$ cat src/rtl/core/ccftp_pkg.sv
// Package for the three-point circle center block.
// Holds payload structs, widths and the per-cell carry type; no dependencies.
package ccftp_pkg;

	localparam int CoordWidth = 16;
	localparam int DiffWidth  = CoordWidth + 1;
	localparam int SumWidth   = CoordWidth + 1;
	localparam int ProdWidth  = DiffWidth + SumWidth;
	localparam int EWidth     = ProdWidth + 1;
	localparam int DenWidth   = 2 * DiffWidth + 1;
	localparam int NumWidth   = EWidth + DiffWidth + 1;
	localparam int DivWidth   = DenWidth + 1;
	localparam int QuotBits   = 15;
	localparam int CenterLimit = 32767;

	typedef struct packed {
		logic signed [CoordWidth-1:0] first_x;
		logic signed [CoordWidth-1:0] first_y;
		logic signed [CoordWidth-1:0] second_x;
		logic signed [CoordWidth-1:0] second_y;
		logic signed [CoordWidth-1:0] third_x;
		logic signed [CoordWidth-1:0] third_y;
	} in_item_t;

	typedef struct packed {
		logic        found;
		logic signed [15:0] center_x;
		logic signed [15:0] center_y;
	} out_item_t;

	// One axis as it moves along the divider row.
	typedef struct packed {
		logic [NumWidth-1:0]  rem;
		logic [QuotBits-1:0]  quot;
		logic                 neg;
		logic                 ok;
	} axis_t;

	// What one divider cell hands to its neighbor.
	typedef struct packed {
		logic               valid;
		logic [DivWidth-1:0] dv;
		axis_t              ax;
		axis_t              ay;
	} carry_t;

endpackage

$ cat src/rtl/core/ccftp_cell.sv
// One restoring-division cell: retires one quotient bit of both axes.
// Depends on ccftp_pkg.
module ccftp_cell (
	input  logic                clk,
	input  logic                arst_n,
	input  logic [3:0]          bit_sel,
	input  ccftp_pkg::carry_t   up,
	output ccftp_pkg::carry_t   down
);

	ccftp_pkg::carry_t nxt;
	logic [ccftp_pkg::NumWidth-1:0] trial;

	// Shifted divisor for this bit position, then a compare and subtract per axis.
	always_comb begin
		trial = ccftp_pkg::NumWidth'(up.dv) << bit_sel;
		nxt = up;
		if (up.ax.rem >= trial) begin
			nxt.ax.rem = up.ax.rem - trial;
			nxt.ax.quot[bit_sel] = 1'b1;
		end
		if (up.ay.rem >= trial) begin
			nxt.ay.rem = up.ay.rem - trial;
			nxt.ay.quot[bit_sel] = 1'b1;
		end
	end

	always_ff @(posedge clk or negedge arst_n) begin
		if (!arst_n) begin
			down <= '0;
		end else begin
			down <= nxt;
		end
	end

endmodule

$ cat config.mk
export PLATFORM = sky130hd
export DESIGN_NAME = ccftp_cell
export DESIGN_NICKNAME = d
export VERILOG_FILES = /design/src/rtl/core/ccftp_pkg.sv /design/src/rtl/core/ccftp_cell.sv
export SDC_FILE = /design/constraint.sdc
export NUM_CORES = 1
export LEC_CHECK = 0
export BUFFER_PORTS_ARGS = -buffer_cell sky130_fd_sc_hd__clkbuf_2
export CORE_MARGIN = 2
export CORE_UTILIZATION = 47
export CTS_CLUSTER_SIZE = 24
export DETAILED_ROUTE_END_ITERATION = 7
export GPL_TIMING_DRIVEN = 0
export PLACE_DENSITY = 0.73
export SYNTH_ARGS = -nofsm -noshare
export SYNTH_HDL_FRONTEND = slang
export SYNTH_SLANG_ARGS = --single-unit
$ cat constraint.sdc
create_clock -name clk -period 0.8 [get_ports clk]
set_input_delay 0.16 -clock clk [delete_from_list [all_inputs] [get_ports clk]]
set_output_delay 0.16 -clock clk [all_outputs]
set_load 0.02 [all_outputs]
==> results of run 1 <==
-- area by class of cell --
class / count / area [um2]
diodes: 5 / 12.5
plain buffers: 65 / 843
clock buffers: 17 / 425
clock inverters: 15 / 188
fillers: 1500 / 5160
inverters: 45 / 174
multi-input cells: 1171 / 10800
flip-flops and latches: 177 / 4430
well taps: 378 / 473
repair buffers: 583 / 5300
-- per-layer routing --
layer	up-vias	global-route usage	wire length, um
li1	6545	-	-
met3	357	0.0782	6640
met5	-	0	0
met1	7547	0.454	24200
met2	1199	0.644	31400
met4	0	0.167	5070
-- worst min-delay path by stage --
stage / depth (start not counted) / slack (ps) / end / from
2_1_floorplan: 0 / -140 / down[0] / arst_n
3_3_place_gp: 1 / 270 / down[70] / up[70]
3_5_place_dp: 1 / 220 / down[89] / arst_n
4_1_cts: 1 / -260 / down[89] / arst_n
5_1_grt: 1 / -300 / down[89] / arst_n
6_report: 1 / -340 / down[89] / arst_n
-- cells by family after synthesis --
logic type / count (synthesis) / synth area share
XOR/XNOR: 99 / 0.0650
AO/OA/AOI/OAI: 469 / 0.225
flip-flops: 177 / 0.332
buffers and inverters: 125 / 0.0396
adder cells (fa/ha/maj): 106 / 0.100
AND/OR/NAND/NOR: 397 / 0.138
multiplexers: 100 / 0.0998
-- report_power, final --
part           internal, mW  switching [mW]
clock network          4.26            4.68
registers              10.9            1.16
logic                  11.9            13.5
total                  27.0            19.3
-- cells in the mapped netlist (4+ instances only) --
master    number  area (um2)
a21oi_1      182         911
dfrtp_1      177        4430
nor2_1       145         544
ha_1         104        1300
nand2_1      101         379
a21o_1        82         616
o21ai_0       72         360
xnor2_1       60         526
clkbuf_1      59         221
inv_1         44         165
mux2_2        43         484
xor2_1        39         342
mux2i_1       33         330
nand4_1       27         169
nand3_1       26         130
mux4_2        22         495
o21bai_1      22         165
nor3_1        20         100
a31o_2        19         166
nor2b_1       17         106
a31oi_1       13        81.3
nand2b_1      12        75.1
a211oi_1      11        82.6
or2_2         11        68.8
and3_1        10        62.6
and2_1         9        56.3
o21a_1         7        52.6
buf_1          6        22.5
buf_4          6        45.0
o31ai_1        6        45.0
buf_2          5        25.0
a21boi_0       4        30.0
a22oi_1        4        30.0
and4_1         4        35.0
buf_6          4        45.0
nor4_1         4        25.0
o211ai_1       4        30.0
o22ai_1        4        25.0
o31a_1         4        35.0
-- timing repair --
item                                    CTS  global route
gates resized for setup                 278           795
hold endpoints to repair                187            76
endpoints found under the setup margin  313           370
cloned                                    7            13
hold buffers                            115             5
pin swaps                                55            65
buffers inserted                         49            41
-- layout by cell type, fill, tap and decap left out, drive strengths merged, types with 5 or more instances in the layout --
cell type and count:
a31oi 13, nor2 145, a2111oi 5, o21ai 72, dlygate4sd3 120, o21bai 23, a211oi 14, and2 10
nor3 21, xor2 39, nor4 5, mux2 45, clkbuf 242, nor2b 17, xnor2 60, o21a 7
and3 10, nand4 27, mux2i 33, clkinv 10, a21o 82, inv 48, mux4 22, buf 303
diode 5, dfrtp 177, nand2 101, o31ai 7, nand3 26, or2 12, a31o 19, a21oi 184
nand2b 12, ha 104
-- worst max-delay path, stage by stage --
cell       delay (ps)
buf_12            110
clkbuf_16         150
clkbuf_16         160
clkbuf_16         160
nor2_4            100
buf_8             100
and3_4            270
ha_4              160
inv_2              50
fa_2              410
a211oi_2          260
o21bai_1          130
and2_4            190
o41ai_4           290
buf_4             220
o31ai_4           110
a2111oi_4         460
nor2_4            100
a21oi_2           180
o21bai_2           80
a2111o_1          430
xnor2_1           190
==> results.cfg, run 1 <==
[finish]
reg_top3 = down (177)
top_register = down
nets = 2349
final_cells = 2456
area.growth.synth_to_final_pct = 70.0
final_area_um2 = 22700
drive_above_1_share = 0.470
postLayoutCoreUtil = 0.815
largest_reg_flops = 177

[sta]
timing.final.max_slew_violations = 0
holdWs_ps = -342
fmax_ghz = 0.243
slew_headroom = 0.472
setup_ws_ps = -3320
rsz0062_at_grt = true
fin_crit_sh = 5.15
fin_crit_ps = 4120
setup_violations = 313
finalSetupTns_ps = -482100
tightest_slew_ps = 793
final_hold_viol_count = 71

[placement]
portBuffers = 356
place_ws_ps = -4650
dp_hpwl_um = 40500
gp_congestion = 0.986
dp.cells = 2208
placed_area_um2 = 16300

[worst_setup_path]
startpoint_type = input pin
crit_arrival_ps = 4500
crit_type = in2reg
cp-endpoint = down[139]
end_kind = flip-flop
cp.required_ps = 1180
worstSetupStartpoint = bit_sel[1]
crit_fanout = 5

[hold_path]
hold_path_class = in2async

[route]
drt_first_iter_violations = 1778
first_pass_iters = 6
routed_via_density = 6.37
drc = 0
wirelength_um = 67300
num_vias = 15600
ant_nets = 0
post_drt_wl_per_cell_um = 27.4

[cts]
clk_path_buf_depth = 2
cts_buffers = 17
numClockSinks = 177
root_buffer = clkbuf_16
h-tree-depth = 4
cts_tree = done
clkTransAtPathRegs_ps = 80

[floorplan]
rows = 61
dieArea_um2 = 29800
die_y_um = 173
fp.dieW_um = 173
core-area_um2 = 27900
initial_core_util = 0.479
num_io_pins = 360

[logic_synthesis]
synthDistinctLibCells = 76
synth.avg_cell_area_um2 = 9.06
yosysWarningCount = 0
synth_edf_count = 0
ys.flop_type = dfrtp_1
ys_seq_area_frac = 0.332
synthesis.nets = 1762
syn_area_um2 = 13300
synth-seq-cells = 177
netlist_instances = 1473
async_reset_ff_frac = 1.00

[outcome]
status = finished, violations left
failed_checks = hold timing, setup timing

[grt]
grt_overflow = 0
antenna_found_initial = 6
grt_pass1_vias = 14600
grt_pass1_wl_um = 85900
grt_start_max_net_pins = 107
grt_usage = 0.375

[pwr]
p_total_mw = 46.3
power_density_nw_per_um2 = 2040
power.leakage_nw = 10.0
ir_worst_vdd_mv = 1.47

[run]
drv_cap = 0
Power figures use the tool's default switching activity.
==> run 2, diff against run 1 <==
--- a/config.mk
+++ b/config.mk
@@ -6,12 +6,15 @@
 export NUM_CORES = 1
 export LEC_CHECK = 0
 export BUFFER_PORTS_ARGS = -buffer_cell sky130_fd_sc_hd__clkbuf_2
+export CELL_PAD_IN_SITES_DETAIL_PLACEMENT = 0
+export CELL_PAD_IN_SITES_GLOBAL_PLACEMENT = 1
 export CORE_MARGIN = 2
-export CORE_UTILIZATION = 47
+export CORE_UTILIZATION = 44
+export CTS_BUF_LIST = sky130_fd_sc_hd__clkbuf_4 sky130_fd_sc_hd__clkbuf_8
 export CTS_CLUSTER_SIZE = 24
 export DETAILED_ROUTE_END_ITERATION = 7
 export GPL_TIMING_DRIVEN = 0
-export PLACE_DENSITY = 0.73
+export PLACE_DENSITY_LB_ADDON = 0.1
 export SYNTH_ARGS = -nofsm -noshare
 export SYNTH_HDL_FRONTEND = slang
 export SYNTH_SLANG_ARGS = --single-unit
==> constraint.sdc (replaced) <==
create_clock -name clk -period 4.8 [get_ports clk]
set_input_delay 0.96 -clock clk [delete_from_list [all_inputs] [get_ports clk]]
set_output_delay 0.96 -clock clk [all_outputs]
set_load 0.02 [all_outputs]
==> run 2 against run 1 <==
Against the previous run:
- count of clock-buffer cells in the layout stayed put
- combinational power decreased by 88%
- critical path type unchanged
- critical path depth is 2 lower
- largest cell class unchanged
- worst setup slack gained 3400 ps
- the run now ends clean
==> results.cfg, run 2 (synthesis results as in run 1) <==
[sta]
fin_crit_ps = 4700
final_hold_viol_count = 0
timing.final.max_slew_violations = 0
fmax_ghz = 0.213
fin_crit_sh = 0.979
setup_ws_ps = 101
finalSetupTns_ps = 0
setup_violations = 0
slew_headroom = 0.503
tightest_slew_ps = 745

[worst_setup_path]
cp_slowest_cell = a2111o_1
crit_fanout = 10
slowest_delay_ps = 430
startpoint_type = input pin
worstSetupStartpoint = bit_sel[0]
cp.required_ps = 5180
crit_arrival_ps = 5080
crit_chain = buf_8, buf_6, inv_1, buf_2, mux2i_2, mux2i_1, a21oi_1, inv_1, ha_1, and4_1, nand3_1, inv_1, and2_1, and3_1, a2111oi_4, nor2_2, a21oi_1, o21bai_1, a2111o_1, xnor2_1
cp_common_cell = inv_1
end_kind = flip-flop
crit_type = in2reg

[cts]
cts_buffers = 17
numClockSinks = 177
cts_tree = done
cts_hold_buf = 0
clk_path_buf_depth = 2
h-tree-depth = 4
clkTransAtPathRegs_ps = 110
root_buffer = clkbuf_8

[grt]
grt_pass1_vias = 12400
grt_overflow = 0
grt_start_max_net_pins = 114
grt_pass1_wl_um = 70600
antenna_found_initial = 6
grt_usage = 0.294

[finish]
largest_reg_flops = 177
final_cells = 2273
drive_above_1_share = 0.347
area.growth.synth_to_final_pct = 28.1
final_common_cell = clkbuf_2
final_cell_mix = 359 x clkbuf_2, 177 x dfrtp_1, 167 x a21oi_1
reg_top3 = down (177)
nets = 2155
top_register = down

[route]
top_layer_used = met5
routed_via_density = 5.65
ant_nets = 0
drc = 0
met3WireLength_um = 2900
wl_met1_um = 20400
first_pass_iters = 5
wirelength_um = 47600
drt_first_iter_violations = 984
met2_length_um = 22700
post_drt_wl_per_cell_um = 20.9
num_vias = 12800

[outcome]
status = completed

[placement]
dp.cells = 2220
gp_congestion = 0.963
dp_hpwl_um = 38200
place_ws_ps = -2250
portBuffers = 356

[pwr]
pwr-share-clk = 0.192
seqPwrFrac = 0.320
power.leakage_nw = 8.10
power_density_nw_per_um2 = 351
p_total_mw = 5.99
p_comb_frac = 0.489
internal_power_mw = 3.40
switching_share = 0.433
ir_worst_vdd_mv = 0.223
power.switching_mw = 2.59

[floorplan]
die_y_um = 178
initial_core_util = 0.449
num_io_pins = 360
rows = 63
dieArea_um2 = 31700
fp.dieW_um = 178
core-area_um2 = 29700

[run]
drv_cap = 0

[hold_path]
hold_path_class = in2async
-- run 2: cell count changes in the layout (fill, tap and decap cells not counted), sizes merged --
cell         before  now
clkinvlp          2    0
diode             5    4
bufinv            0    1
dlygate4sd3     120    0
clkbuf          242  413
inv              48   50
buf             303   58
clkinv           10    9
-- run 2: timing repair --
item                                    CTS  global route
gates cloned                              1             1
pin swaps                                18            23
buffers inserted                         16            10
resized for setup                       110            65
endpoints found under the setup margin  136           136
-- run 2: final cells by class --
type,instances,area (um2)
inverters,45,170
well taps,390,488
fillers,2787,12600
clock buffers,17,234
clock inverters,15,210
plain buffers,69,552
diodes,4,10.0
multi-input cells,1171,8960
repair buffers,385,2040
flip-flops and latches,177,4430
-- run 2: power groups by stage --
| stage | clock (mW) | sequential (mW) | combinational (mW) |
|---|---|---|---|
| finish | 1.15 | 1.92 | 2.93 |
| global route | 1.23 | 1.94 | 3.17 |
| CTS | 1.17 | 1.92 | 2.84 |
| detailed placement | 0 | 1.94 | 2.72 |
| global placement | 0 | 1.95 | 2.71 |
| floorplan | 0 | 2.34 | 1.42 |
-- run 2: path summary, 6_finish.rpt --
kind	endpoint	slack, ps	cells past startpoint
worst max-delay path	down[139]	100	20
worst min-delay path	down[101]	430	1
max in group asynchronous	down[160]	3440	2
min in group clk	down[176]	560	1
-- run 2: critical path: cells and delay by family --
family                   cells  cell delay, ps
AO/OA/AOI/OAI                5            1260
XOR/XNOR                     1             150
adder cells (fa/ha/maj)      1             420
buffers and inverters        6             850
multiplexers                 2             510
AND/OR/NAND/NOR              5             910
-- run 2: per-layer routing --
layer | track usage | vias up
met4 | 0.118 | 2
met3 | 0.0465 | 79
met1 | 0.391 | 6164
met2 | 0.480 | 454
met5 | 0 | -
li1 | - | 6146
-- run 2: per-stage QoR --
step,area [um2],utilization,hold slack (ps)
6_report,17100,0.575,430
5_1_grt,17100,0.575,467
4_1_cts,16800,0.565,440
3_5_place_dp,15800,0.531,983
3_3_place_gp,15800,0.530,1070
2_1_floorplan,13500,-,664
